File: src/sv/tqg_pkg.sv
`default_nettype none

package tqg_pkg;

  localparam int MAX_TILESETS = 8;
  localparam int MAX_MAP_DIM  = 1024;

  localparam int TBL_AW   = (MAX_TILESETS > 1) ? $clog2(MAX_TILESETS) : 1;
  localparam int SLOT_W   = 3;
  localparam int GID_W    = 32;
  localparam int ID_W     = 29;
  localparam int POS_W    = 10;
  localparam int COLS_W   = 10;
  localparam int PIX_W    = 8;
  localparam int CNT_W    = 4;
  localparam int XY_W     = 18;
  localparam int TV_W     = 37;
  localparam int CORNER_W = 2;
  localparam int CFG_IW   = 2;
  localparam int CFG_DW   = 8;
  localparam int STEP_W   = $clog2(ID_W);

  localparam int FLAG_H_BIT = 31;
  localparam int FLAG_V_BIT = 30;
  localparam int FLAG_D_BIT = 29;

  localparam logic [0:0] OP_LOAD = 1'b0;
  localparam logic [0:0] OP_TILE = 1'b1;

  localparam logic [CFG_IW-1:0] CFG_MAP_TILE_WIDTH  = 2'd0;
  localparam logic [CFG_IW-1:0] CFG_MAP_TILE_HEIGHT = 2'd1;
  localparam logic [CFG_IW-1:0] CFG_TILESETS_IN_USE = 2'd2;

  localparam logic [CORNER_W-1:0] CORNER_TL = 2'd0;
  localparam logic [CORNER_W-1:0] CORNER_TR = 2'd1;
  localparam logic [CORNER_W-1:0] CORNER_BR = 2'd2;
  localparam logic [CORNER_W-1:0] CORNER_BL = 2'd3;

  typedef struct packed {
    logic [ID_W-1:0]   first_gid;
    logic [COLS_W-1:0] columns;
    logic [PIX_W-1:0]  src_width;
    logic [PIX_W-1:0]  src_height;
  } tqg_entry_t;

endpackage

`default_nettype wire

File: src/sv/tqg_if.sv
`default_nettype none

interface tqg_in_if import tqg_pkg::*; ();
  logic              valid;
  logic              ready;
  logic [0:0]        operation;
  logic [GID_W-1:0]  raw_gid;
  logic [POS_W-1:0]  tile_col;
  logic [POS_W-1:0]  tile_row;
  logic [SLOT_W-1:0] entry_slot;
  logic [ID_W-1:0]   entry_first_gid;
  logic [COLS_W-1:0] entry_columns;
  logic [PIX_W-1:0]  entry_src_width;
  logic [PIX_W-1:0]  entry_src_height;

  modport source (output valid, operation, raw_gid, tile_col, tile_row, entry_slot,
                  entry_first_gid, entry_columns, entry_src_width, entry_src_height,
                  input ready);
  modport sink   (input valid, operation, raw_gid, tile_col, tile_row, entry_slot,
                  entry_first_gid, entry_columns, entry_src_width, entry_src_height,
                  output ready);
endinterface

interface tqg_out_if import tqg_pkg::*; ();
  logic                valid;
  logic                ready;
  logic [CORNER_W-1:0] corner;
  logic [XY_W-1:0]     screen_x;
  logic [XY_W-1:0]     screen_y;
  logic [XY_W-1:0]     tex_u;
  logic [TV_W-1:0]     tex_v;
  logic [SLOT_W-1:0]   tileset_slot;
  logic                last_corner;

  modport source (output valid, corner, screen_x, screen_y, tex_u, tex_v, tileset_slot,
                  last_corner, input ready);
  modport sink   (input valid, corner, screen_x, screen_y, tex_u, tex_v, tileset_slot,
                  last_corner, output ready);
endinterface

`default_nettype wire

File: src/sv/tile_gid_quad_generator_top.sv
// Channel   Dir  Transaction
// in_tile   in   load a tileset entry, or present one map tile
// out_quad  out  one quad corner, four per drawn tile
// cfg_*     in   register write, no handshake
//
// A load is taken in the idle state. A tile is accepted, then the table is
// searched one entry at a time (up to 8, one read per cycle on the table
// port), the ID offset goes through the bit-serial divider, the multiply
// step forms the coordinates and four corners are sent. A stalled corner
// holds until taken. Synchronous active-low reset clears control state and
// the tileset count and sets map tile sizes to 16; the table is not cleared.
`default_nettype none

module tile_gid_quad_generator_top import tqg_pkg::*; (
  input  wire logic              clk,
  input  wire logic              rst_n,
  tqg_in_if.sink                 in_tile,
  tqg_out_if.source              out_quad,
  input  wire logic              cfg_we,
  input  wire logic [CFG_IW-1:0] cfg_index,
  input  wire logic [CFG_DW-1:0] cfg_wdata
);

  typedef enum logic [4:0] {
    ST_IDLE   = 5'b00001,
    ST_SEARCH = 5'b00010,
    ST_DIVIDE = 5'b00100,
    ST_MULT   = 5'b01000,
    ST_EMIT   = 5'b10000
  } state_t;

  state_t state_r, state_nxt;

  logic [PIX_W-1:0] map_w_r, map_h_r;
  logic [CNT_W-1:0] in_use_r;

  tqg_entry_t tbl_mem [MAX_TILESETS];
  tqg_entry_t rd_q_r;
  logic [TBL_AW-1:0] rd_addr;

  logic [TBL_AW-1:0] k_r, k_nxt;
  tqg_entry_t        hit_r, hit_nxt;
  logic [ID_W-1:0]   id_r, id_nxt;
  logic [2:0]        flags_r, flags_nxt;
  logic [POS_W-1:0]  col_r, col_nxt, row_r, row_nxt;
  logic [COLS_W-1:0] rem_r, rem_nxt;
  logic [ID_W-1:0]   quo_r, quo_nxt;
  logic [STEP_W-1:0] step_r, step_nxt;
  logic [CORNER_W-1:0] corner_r, corner_nxt;

  logic [XY_W-1:0] sx0_r, sx1_r, sy0_r, sy1_r, tu0_r, tu1_r;
  logic [TV_W-1:0] tv0_r, tv1_r;

  logic              in_fire, out_fire, is_tile, pos_ok, tbl_we;
  logic [CNT_W-1:0]  cnt_eff;
  logic [COLS_W:0]   trial;
  logic              ge;
  logic [CORNER_W-1:0] tex_p;

  function automatic logic [CORNER_W-1:0] tex_src(input logic [CORNER_W-1:0] k,
                                                  input logic h, input logic v,
                                                  input logic d);
    logic [CORNER_W-1:0] p;
    p = k;
    if (v) p = p ^ CORNER_BL;
    if (h) p = p ^ CORNER_TR;
    if (d) begin
      if (p == CORNER_TR) p = CORNER_BL;
      else if (p == CORNER_BL) p = CORNER_TR;
    end
    return p;
  endfunction

  assign in_tile.ready = (state_r == ST_IDLE);
  assign in_fire  = in_tile.valid && in_tile.ready;
  assign out_fire = out_quad.valid && out_quad.ready;
  assign is_tile  = (in_tile.operation == OP_TILE);

  assign cnt_eff = (32'(in_use_r) > MAX_TILESETS) ? CNT_W'(MAX_TILESETS) : in_use_r;
  assign pos_ok  = (32'(in_tile.tile_col) < MAX_MAP_DIM) &&
                   (32'(in_tile.tile_row) < MAX_MAP_DIM);
  assign tbl_we  = in_fire && !is_tile && (32'(in_tile.entry_slot) < MAX_TILESETS);

  always_ff @(posedge clk) begin
    if (!rst_n) begin
      map_w_r  <= PIX_W'(16);
      map_h_r  <= PIX_W'(16);
      in_use_r <= '0;
    end else if (cfg_we) begin
      unique case (cfg_index)
        CFG_MAP_TILE_WIDTH:  map_w_r  <= cfg_wdata[PIX_W-1:0];
        CFG_MAP_TILE_HEIGHT: map_h_r  <= cfg_wdata[PIX_W-1:0];
        CFG_TILESETS_IN_USE: in_use_r <= cfg_wdata[CNT_W-1:0];
        default: ;
      endcase
    end
  end

  always_ff @(posedge clk) begin
    if (tbl_we) begin
      tbl_mem[in_tile.entry_slot[TBL_AW-1:0]] <= '{
        first_gid:  in_tile.entry_first_gid,
        columns:    in_tile.entry_columns,
        src_width:  in_tile.entry_src_width,
        src_height: in_tile.entry_src_height
      };
    end
    rd_q_r <= tbl_mem[rd_addr];
  end

  assign trial = {rem_r, quo_r[ID_W-1]};
  assign ge    = (trial >= {1'b0, hit_r.columns});

  always_comb begin
    state_nxt  = state_r;
    rd_addr    = k_r;
    k_nxt      = k_r;
    hit_nxt    = hit_r;
    id_nxt     = id_r;
    flags_nxt  = flags_r;
    col_nxt    = col_r;
    row_nxt    = row_r;
    rem_nxt    = rem_r;
    quo_nxt    = quo_r;
    step_nxt   = step_r;
    corner_nxt = corner_r;
    unique case (state_r)
      ST_IDLE: begin
        rd_addr = TBL_AW'(cnt_eff - CNT_W'(1));
        if (in_fire && is_tile) begin
          id_nxt    = in_tile.raw_gid[ID_W-1:0];
          flags_nxt = {in_tile.raw_gid[FLAG_H_BIT], in_tile.raw_gid[FLAG_V_BIT],
                       in_tile.raw_gid[FLAG_D_BIT]};
          col_nxt   = in_tile.tile_col;
          row_nxt   = in_tile.tile_row;
          k_nxt     = TBL_AW'(cnt_eff - CNT_W'(1));
          if ((in_tile.raw_gid != '0) && pos_ok && (cnt_eff != '0)) begin
            state_nxt = ST_SEARCH;
          end
        end
      end
      ST_SEARCH: begin
        rd_addr = k_r - TBL_AW'(1);
        if (id_r >= rd_q_r.first_gid) begin
          hit_nxt  = rd_q_r;
          quo_nxt  = id_r - rd_q_r.first_gid;
          rem_nxt  = '0;
          step_nxt = '0;
          state_nxt = (rd_q_r.columns == '0) ? ST_IDLE : ST_DIVIDE;
        end else if (k_r == '0) begin
          state_nxt = ST_IDLE;
        end else begin
          k_nxt = k_r - TBL_AW'(1);
        end
      end
      ST_DIVIDE: begin
        rem_nxt  = ge ? COLS_W'(trial - {1'b0, hit_r.columns}) : COLS_W'(trial);
        quo_nxt  = {quo_r[ID_W-2:0], ge};
        step_nxt = step_r + STEP_W'(1);
        if (step_r == STEP_W'(ID_W - 1)) state_nxt = ST_MULT;
      end
      ST_MULT: begin
        corner_nxt = CORNER_TL;
        state_nxt  = ST_EMIT;
      end
      ST_EMIT: begin
        if (out_fire) begin
          corner_nxt = corner_r + CORNER_W'(1);
          if (corner_r == CORNER_BL) state_nxt = ST_IDLE;
        end
      end
      default: state_nxt = ST_IDLE;
    endcase
  end

  always_ff @(posedge clk) begin
    if (!rst_n) begin
      state_r  <= ST_IDLE;
      corner_r <= CORNER_TL;
      k_r      <= '0;
      step_r   <= '0;
    end else begin
      state_r  <= state_nxt;
      corner_r <= corner_nxt;
      k_r      <= k_nxt;
      step_r   <= step_nxt;
    end
  end

  always_ff @(posedge clk) begin
    hit_r   <= hit_nxt;
    id_r    <= id_nxt;
    flags_r <= flags_nxt;
    col_r   <= col_nxt;
    row_r   <= row_nxt;
    rem_r   <= rem_nxt;
    quo_r   <= quo_nxt;
    if (state_r == ST_MULT) begin
      sx0_r <= XY_W'(col_r) * XY_W'(map_w_r);
      sx1_r <= (XY_W'(col_r) + XY_W'(1)) * XY_W'(map_w_r);
      sy0_r <= XY_W'(row_r) * XY_W'(map_h_r);
      sy1_r <= (XY_W'(row_r) + XY_W'(1)) * XY_W'(map_h_r);
      tu0_r <= XY_W'(rem_r) * XY_W'(hit_r.src_width);
      tu1_r <= (XY_W'(rem_r) + XY_W'(1)) * XY_W'(hit_r.src_width);
      tv0_r <= TV_W'(quo_r) * TV_W'(hit_r.src_height);
      tv1_r <= (TV_W'(quo_r) + TV_W'(1)) * TV_W'(hit_r.src_height);
    end
  end

  // flags_r: {h, v, d}
  assign tex_p = tex_src(corner_r, flags_r[2], flags_r[1], flags_r[0]);

  assign out_quad.valid        = (state_r == ST_EMIT);
  assign out_quad.corner       = corner_r;
  assign out_quad.screen_x     = (corner_r == CORNER_TR || corner_r == CORNER_BR) ?
                                 sx1_r : sx0_r;
  assign out_quad.screen_y     = (corner_r == CORNER_BR || corner_r == CORNER_BL) ?
                                 sy1_r : sy0_r;
  assign out_quad.tex_u        = (tex_p == CORNER_TR || tex_p == CORNER_BR) ? tu1_r : tu0_r;
  assign out_quad.tex_v        = (tex_p == CORNER_BR || tex_p == CORNER_BL) ? tv1_r : tv0_r;
  assign out_quad.tileset_slot = SLOT_W'(k_r);
  assign out_quad.last_corner  = (corner_r == CORNER_BL);

endmodule

`default_nettype wire

File: src/flat_wrapper.sv
// flat-port wrapper written by rule: the top's interface ports become plain ports
module tile_gid_quad_generator_top_flat import tqg_pkg::*;
  (clk, rst_n, cfg_we, cfg_index, cfg_wdata, in_tile_valid, in_tile_operation, in_tile_raw_gid, in_tile_tile_col, in_tile_tile_row, in_tile_entry_slot, in_tile_entry_first_gid, in_tile_entry_columns, in_tile_entry_src_width, in_tile_entry_src_height, in_tile_ready, out_quad_valid, out_quad_corner, out_quad_screen_x, out_quad_screen_y, out_quad_tex_u, out_quad_tex_v, out_quad_tileset_slot, out_quad_last_corner, out_quad_ready);
  tqg_in_if in_tile_i ();
  tqg_out_if out_quad_i ();
  input  wire logic clk;
  input  wire logic rst_n;
  input  wire logic cfg_we;
  input  wire logic [CFG_IW-1:0] cfg_index;
  input  wire logic [CFG_DW-1:0] cfg_wdata;
  input wire logic [$bits(in_tile_i.valid)-1:0] in_tile_valid;
  input wire logic [$bits(in_tile_i.operation)-1:0] in_tile_operation;
  input wire logic [$bits(in_tile_i.raw_gid)-1:0] in_tile_raw_gid;
  input wire logic [$bits(in_tile_i.tile_col)-1:0] in_tile_tile_col;
  input wire logic [$bits(in_tile_i.tile_row)-1:0] in_tile_tile_row;
  input wire logic [$bits(in_tile_i.entry_slot)-1:0] in_tile_entry_slot;
  input wire logic [$bits(in_tile_i.entry_first_gid)-1:0] in_tile_entry_first_gid;
  input wire logic [$bits(in_tile_i.entry_columns)-1:0] in_tile_entry_columns;
  input wire logic [$bits(in_tile_i.entry_src_width)-1:0] in_tile_entry_src_width;
  input wire logic [$bits(in_tile_i.entry_src_height)-1:0] in_tile_entry_src_height;
  output wire logic [$bits(in_tile_i.ready)-1:0] in_tile_ready;
  output wire logic [$bits(out_quad_i.valid)-1:0] out_quad_valid;
  output wire logic [$bits(out_quad_i.corner)-1:0] out_quad_corner;
  output wire logic [$bits(out_quad_i.screen_x)-1:0] out_quad_screen_x;
  output wire logic [$bits(out_quad_i.screen_y)-1:0] out_quad_screen_y;
  output wire logic [$bits(out_quad_i.tex_u)-1:0] out_quad_tex_u;
  output wire logic [$bits(out_quad_i.tex_v)-1:0] out_quad_tex_v;
  output wire logic [$bits(out_quad_i.tileset_slot)-1:0] out_quad_tileset_slot;
  output wire logic [$bits(out_quad_i.last_corner)-1:0] out_quad_last_corner;
  input wire logic [$bits(out_quad_i.ready)-1:0] out_quad_ready;
  assign in_tile_i.valid = in_tile_valid;
  assign in_tile_i.operation = in_tile_operation;
  assign in_tile_i.raw_gid = in_tile_raw_gid;
  assign in_tile_i.tile_col = in_tile_tile_col;
  assign in_tile_i.tile_row = in_tile_tile_row;
  assign in_tile_i.entry_slot = in_tile_entry_slot;
  assign in_tile_i.entry_first_gid = in_tile_entry_first_gid;
  assign in_tile_i.entry_columns = in_tile_entry_columns;
  assign in_tile_i.entry_src_width = in_tile_entry_src_width;
  assign in_tile_i.entry_src_height = in_tile_entry_src_height;
  assign in_tile_ready = in_tile_i.ready;
  assign out_quad_valid = out_quad_i.valid;
  assign out_quad_corner = out_quad_i.corner;
  assign out_quad_screen_x = out_quad_i.screen_x;
  assign out_quad_screen_y = out_quad_i.screen_y;
  assign out_quad_tex_u = out_quad_i.tex_u;
  assign out_quad_tex_v = out_quad_i.tex_v;
  assign out_quad_tileset_slot = out_quad_i.tileset_slot;
  assign out_quad_last_corner = out_quad_i.last_corner;
  assign out_quad_i.ready = out_quad_ready;
  tile_gid_quad_generator_top u_core (.clk(clk), .rst_n(rst_n), .in_tile(in_tile_i), .out_quad(out_quad_i), .cfg_we(cfg_we), .cfg_index(cfg_index), .cfg_wdata(cfg_wdata));
endmodule
File: config.mk
export PLATFORM = sky130hd
export DESIGN_NAME = tile_gid_quad_generator_top_flat
export DESIGN_NICKNAME = d
export VERILOG_FILES = /design/src/sv/tqg_pkg.sv /design/src/sv/tqg_if.sv /design/src/sv/tile_gid_quad_generator_top.sv /design/src/flat_wrapper.sv
export SDC_FILE = /design/constraint.sdc
export NUM_CORES = 2
export LEC_CHECK = 0
export BUFFER_PORTS_ARGS = -buffer_cell sky130_fd_sc_hd__buf_2
export CAP_MARGIN = 30
export CORE_MARGIN = 1
export CORE_UTILIZATION = 30
export CTS_BUF_LIST = sky130_fd_sc_hd__clkbuf_2
export CTS_CLUSTER_SIZE = 28
export DETAILED_ROUTE_END_ITERATION = 8
export SYNTH_ARGS = -nofsm -noshare
export SYNTH_HDL_FRONTEND = slang
export SYNTH_SLANG_ARGS = --single-unit
File: constraint.sdc
create_clock -name clk -period 7.8 [get_ports clk]
set_input_delay 0.78 -clock clk [delete_from_list [all_inputs] [get_ports clk]]
set_output_delay 0.78 -clock clk [all_outputs]
set_load 0.01 [all_outputs]
Word level (Yosys, flattened, before mapping)
Memory sizes are Yosys's and may differ from the RTL's. A register that Yosys moved wholly into a read port is not among the register bits.
Index checks and enable logic that the tools add are counted.
Widths: inputs -> output; s select.
{"block": "word_totals", "ram_bits": 440, "output_inout_bits": 99, "register_bits": 334, "n_memories": 1}
{"name": "u_core.tbl_mem", "words": 8, "word_bits": 55, "read_ports": 1, "rd_ports_with_merged_regs": 1, "wr": 1, "line": "tile_gid_quad_generator_top.sv:37", "rtl": "tqg_entry_t tbl_mem [MAX_TILESETS];"}
{"block": "op_classes", "order_cmp": 3, "eq_ne": 25, "n_reduce_logical": 27, "mul": 8, "addsub": 10, "bitwise": 2, "n_mux": 35}
{"op": "$pmux 29 s2", "count": 1}
{"op": "$mul 10x8->18", "count": 3}
{"op": "$mul 18x8->18", "count": 3}
{"op": "$mux 18", "count": 3}
{"op": "$mux 5", "count": 8}
{"op": "$mul 29x8->37", "count": 1}
{"op": "$mul 37x8->37", "count": 1}
{"op": "$mux 37", "count": 1}
{"op": "$add 10x1->11 const B", "count": 3}
{"op": "$reduce_bool 32->1", "count": 1}
{"op": "$add 29x1->30 const B", "count": 1}
{"op": "$ge 29x29->1", "count": 1}
{"op": "$mux 29", "count": 1}
{"op": "$sub 29x29->29", "count": 1}
{"op": "$pmux 5 s5", "count": 1}
{"op": "$mux 10", "count": 2}
{"op": "$pmux 10 s2", "count": 1}
{"op": "$reduce_and 2->1", "count": 7}
{"op": "$eq 2x2->1 const B", "count": 6}
{"op": "$mux 3", "count": 4}
{"op": "$ne 2x2->1 const B", "count": 6}
{"op": "$pmux 3 s2", "count": 2}
{"op": "$ge 11x10->1", "count": 1}
{"op": "$eq 5x5->1 const B", "count": 2}
{"op": "29 further kinds", "count": 49}

Depth between registers and ports, before layout
{"block": "depth", "depth_word": 11, "mapped_depth": 27}

Worst setup path after synthesis
OpenSTA, ideal clock, no wires.
{"block": "synth_timing", "kind": "reg-to-reg", "start": "register u_core.quo_r[0]", "end": "register u_core.tv1_r[33] (data pin)", "setup_ns": 0.261, "n_path_buf": 1, "period_less_slack_ns": 6.167, "t_arrival_ns": 5.906, "path_stages_with_launch": 26, "slack_ns": 1.633, "cell_sequence": "edfxtp_1 -> ha_1 -> and3_1 -> nand3_1 -> nor2_1 -> and3_1 -> and2_1 -> nand2_1 -> xor2_1 -> nor2b_1 -> fa_1 -> fa_1 -> fa_1 -> inv_1 -> fa_1 -> inv_1 -> ha_1 -> clkbuf_1 -> a21oi_1 -> o21bai_1 -> nor2_1 -> o21ai_0 -> a211o_1 -> a31oi_2 -> nor4bb_1 -> a311o_1"}
{"block": "synth_via", "elab_chain_len": 2}
{"item": "start: declaration", "line": "tile_gid_quad_generator_top.sv:47", "rtl": "logic [ID_W-1:0] quo_r, quo_nxt;"}
{"item": "start signal: assignment", "line": "tile_gid_quad_generator_top.sv:197", "rtl": "quo_r <= quo_nxt;"}
{"item": "$add 29x1->30", "line": "tile_gid_quad_generator_top.sv:206", "rtl": "tv1_r <= (TV_W'(quo_r) + TV_W'(1)) * TV_W'(hit_r.src_height);"}
{"item": "$mul 37x8->37", "line": "tile_gid_quad_generator_top.sv:206"}
{"item": "end signal: assignment", "line": "tile_gid_quad_generator_top.sv:206"}
{"item": "end: declaration", "line": "tile_gid_quad_generator_top.sv:52", "rtl": "logic [TV_W-1:0] tv0_r, tv1_r;"}
Every way passes these cells.
A chain may end at the register's enable or synchronous reset.

Worst setup path in the final report
{"block": "layout_timing", "start": "register u_core.quo_r[1]", "end": "register u_core.tv1_r[33] (data pin)"}
Same word-level chain as after synthesis.

==> summary.md <==
| Metric | Value |
|---|---|
| Vias in the first global route | `45730` |
| Hold Crit Class | `primary input to flip-flop` |
| Clock Tree Root | `clkbuf_2` |
| Worst Skew | `0.1955 ns` |
| Worst EP arrival | `8.43 ns` |
| Via count | `44470` |
| CP startpoint kind | `flip-flop` |
| Global route overflow | `0` |
| Synth Register Bits | `829` |
| Syn nets | `7215` |
| Crit Path Category | `flip-flop to flip-flop` |
| Final setup fails | `0` |
| DP Wirelength | `117.5 mm` |
| Final GP Congestion | `0.8733` |
| Post_cts resized | `0` |
| Seq pwr share | `36.9%` |
| Area contributors post-synth | `edfxtp_1 (35%), fa_1 (20%), ha_1 (7.7%), nand2_1 (6.1%), inv_1 (4.2%)` |
| Async SR Flop Fraction | `0%` |
| Sequential area share after synthesis | `37.91%` |
| Post-Syn Area per Cell | `10.44 um2` |
| # Max-Cap Violations | `0` |
| Hold WS | `0.2453 ns` |
| Die Area | `212800 um2` |
| Gate Count Post-Synth | `6065` |
| I/O Pins | `225` |
| RSZ-0062 raised after global routing | `no` |
| Reg clk slew, reported paths | `0.10 ns` |
| Number of flops mapped to enable cells by yosys | `739` |
| Core Area | `209600 um2` |
| Top_reg_cell synth | `edfxtp_1` |
| Routed WL | `165.9 mm` |
| Hold Vio Cnt, Final | `0` |
| Part of the cycle the worst path needs | `91.29%` |
| Unique masters post-synth | `82` |
| Initial antenna violation count | `42` |
| Synth warn | `0` |
| Starting density of the core | `30.20%` |
| PD cells | `206.3 nW/um2` |
| Synth cell count leaders | `nand2_1 (1029), edfxtp_1 (739), inv_1 (706)` |
| Status | `complete, no violations` |
| # DRC | `0` |
| H-Tree Depth | `4` |
| Slew margin rel. | `28.61%` |
| Skew-Pair Late Insertion Delay | `1.67 ns` |
| CTS Buf Count | `199` |
| Layout cell share with drive strength beyond 1 | `11.34%` |
| Sw Share | `40.45%` |
| Setup Fix Bufs, Post-CTS | `0` |
| Worst VDD drop | `0.0002666 V` |
| Final nets | `7692` |
| Most common cell in the netlist | `nand2_1` |
| Critical Path Max Stage Delay | `0.58 ns` |
| Cell Int Power | `8.867 mW` |
| Post-synth top area share | `35.06%` |
| Comb power frac | `43.2%` |
| Slew Limit Fails | `0` |
| Fmax | `0.1404 GHz` |
| Cell area after synthesis | `63300 um2` |
| Leakage power | `30.47 nW` |
| Die Height | `461.3 um` |
| Die width | `461.3 um` |
| Sw power | `6.024 mW` |
| CTS Sinks | `829` |
| Avg Vias per Cell | `4.669` |
| First-pass GRT wire length | `258.6 mm` |
| Cell mode on critical path | `fa_1` |
| Fill cells | `21160` |
| Critical-path cell list | `ha_1 -> and3_1 -> nand3_1 -> nor2_1 -> nand2_1 -> xor2_1 -> nor2b_1 -> fa_1 -> fa_1 -> fa_1 -> fa_1 -> ha_1 -> and3_1 -> a221oi_1 -> o21bai_1 -> a22oi_2 -> a211oi_1 -> a211o_1 -> a31oi_2 -> nor4bb_1 -> a311o_1` |
| # rows | `168` |
| Synth area leader | `edfxtp_1` |
| Worst Path Max Fanout | `12` |
| Crit. End Element | `flip-flop` |
| GRT Resource Usage Total | `15.59%` |
| Period minus WS final | `7.121 ns` |
| Setup Total Neg Slack | `0 ns` |
| Largest net degree at the start of global routing | `166` |
| Bufs on Longest Clock Path | `3` |
| Slew @ Worst Pin | `1.071 ns` |
| CTS tree | `done` |
| Initial DRC Count | `2266` |
| Crit-path slowest cell | `edfxtp_1` |
| Critical Path RT | `9.11 ns` |
| WL/cell | `17.43 um` |
| IO Port Bufs | `224` |
| Area growth syn-to-layout | `14.02%` |
| Antenna-violating nets left | `0` |
| First-pass detailed-route iteration total | `7` |
| Clock share of power | `19.8%` |
[cell families after synthesis]
logic type | Yosys count | share of synthesized area, %
adders and majority gates | 1024 | 27.76
xor gates and xnor gates | 231 | 3.196
AOI/OAI and AO/OA | 510 | 5.068
and+or+nand+nor | 2362 | 17.94
buffers and inverters | 986 | 6.003
DFF | 829 | 37.91
muxes | 123 | 2.127
[timing repair]
action                                  4_1_cts  5_1_grt
endpoints found under the setup margin        0        0
hold endpoints to repair                    783        0
hold buffers                                254        0
[worst max-delay path: cells and delay by family, from the launching register on]
| family | cells | cell delay (ns) |
|---|---|---|
| fa+ha+maj | 6 | 2.65 |
| flops | 1 | 0.58 |
| simple gates | 7 | 1.32 |
| compound gates | 7 | 1.78 |
| xor+xnor | 1 | 0.55 |
[metrics by stage]
step | power, mW | cells | area [um2] | setup slack (ns) | utilization [%]
global placement | 11.81 | 8885 | 67510 | 0.8833 | 32.21
global route | 16.05 | 9523 | 72170 | 0.2515 | 34.44
detailed placement | 11.93 | 8891 | 67680 | 0.7005 | 32.29
finish | 14.89 | 9523 | 72170 | 0.6791 | 34.44
CTS | 15.07 | 9512 | 72120 | 0.6836 | 34.41
floorplan | 10.11 | 6065 | 63300 | 1.633 | -
[per-layer routing]
metal | track usage (%) | up-vias | wire [um] | share of wire [%]
met2 | 25.74 | 1032 | 78960 | 48
met3 | 2.538 | 349 | 7526 | 4.5
li1 | - | 20980 | - | -
met5 | 0 | - | 264 | 0.16
met4 | 7.554 | 42 | 7177 | 4.3
met1 | 19.77 | 22060 | 72020 | 43
[layout make-up]
type / count / area, um2 / area share [%]
multi-input cells: 4250 / 35660 / 49.41
flip-flops and latches: 829 / 23990 / 33.24
repair buffers: 554 / 4432 / 6.140
well taps: 2805 / 3510 / 4.863
inverters: 708 / 2670 / 3.699
clock buffers: 292 / 1461 / 2.025
clock inverters: 75 / 421.7 / 0.5842
diodes: 10 / 25.02 / 0.03467
[final timing paths]
path                      from                end  slack (ns)  depth (start not counted)
max            u_core.quo_r[1]   u_core.tv1_r[33]        0.68                         21
min                      rst_n  u_core.state_r[0]        0.25                          4
max reg2reg    u_core.quo_r[1]   u_core.tv1_r[33]        0.68                         21
min reg2reg  u_core.rd_q_r[10]   u_core.hit_r[10]        0.36                          0
[power groups by stage]
stage / logic (mW) / clock network, mW / registers (mW)
global placement: 6.21 / 0 / 5.59
finish: 6.44 / 2.95 / 5.50
floorplan: 4.63 / 0 / 5.48
detailed placement: 6.33 / 0 / 5.60
global route: 7.24 / 3.29 / 5.52
CTS: 6.48 / 3.10 / 5.49
[registers in the layout (all words and copies together) (netlist names), 18 cells and up]
| register | count |
|---|---|
| u_core.tbl_mem | 440 |
| u_core.hit_r | 26 |
| u_core.rd_q_r | 55 |
| u_core.sy0_r | 18 |
| u_core.tv0_r | 37 |
| u_core.sx0_r | 18 |
| u_core.tv1_r | 37 |
| u_core.tu1_r | 18 |
| u_core.quo_r | 29 |
| u_core.tu0_r | 18 |
| u_core.sx1_r | 18 |
| u_core.sy1_r | 18 |
| u_core.id_r | 29 |
[placed cells by master (no fill, tap or decap), types with 141 or more instances in the layout]
| cell type | n |
|---|---|
| buf_2 | 224 |
| edfxtp_1 | 739 |
| ha_1 | 390 |
| clkbuf_2 | 292 |
| a21oi_1 | 141 |
| nor2b_1 | 203 |
| and2_1 | 366 |
| nand3_1 | 345 |
| inv_1 | 705 |
| nor2_1 | 164 |
| fa_1 | 634 |
| dlygate4sd3_1 | 252 |
| nand2_1 | 1029 |
| xnor2_1 | 154 |
Note: power is estimated with default switching activity, not from simulation.
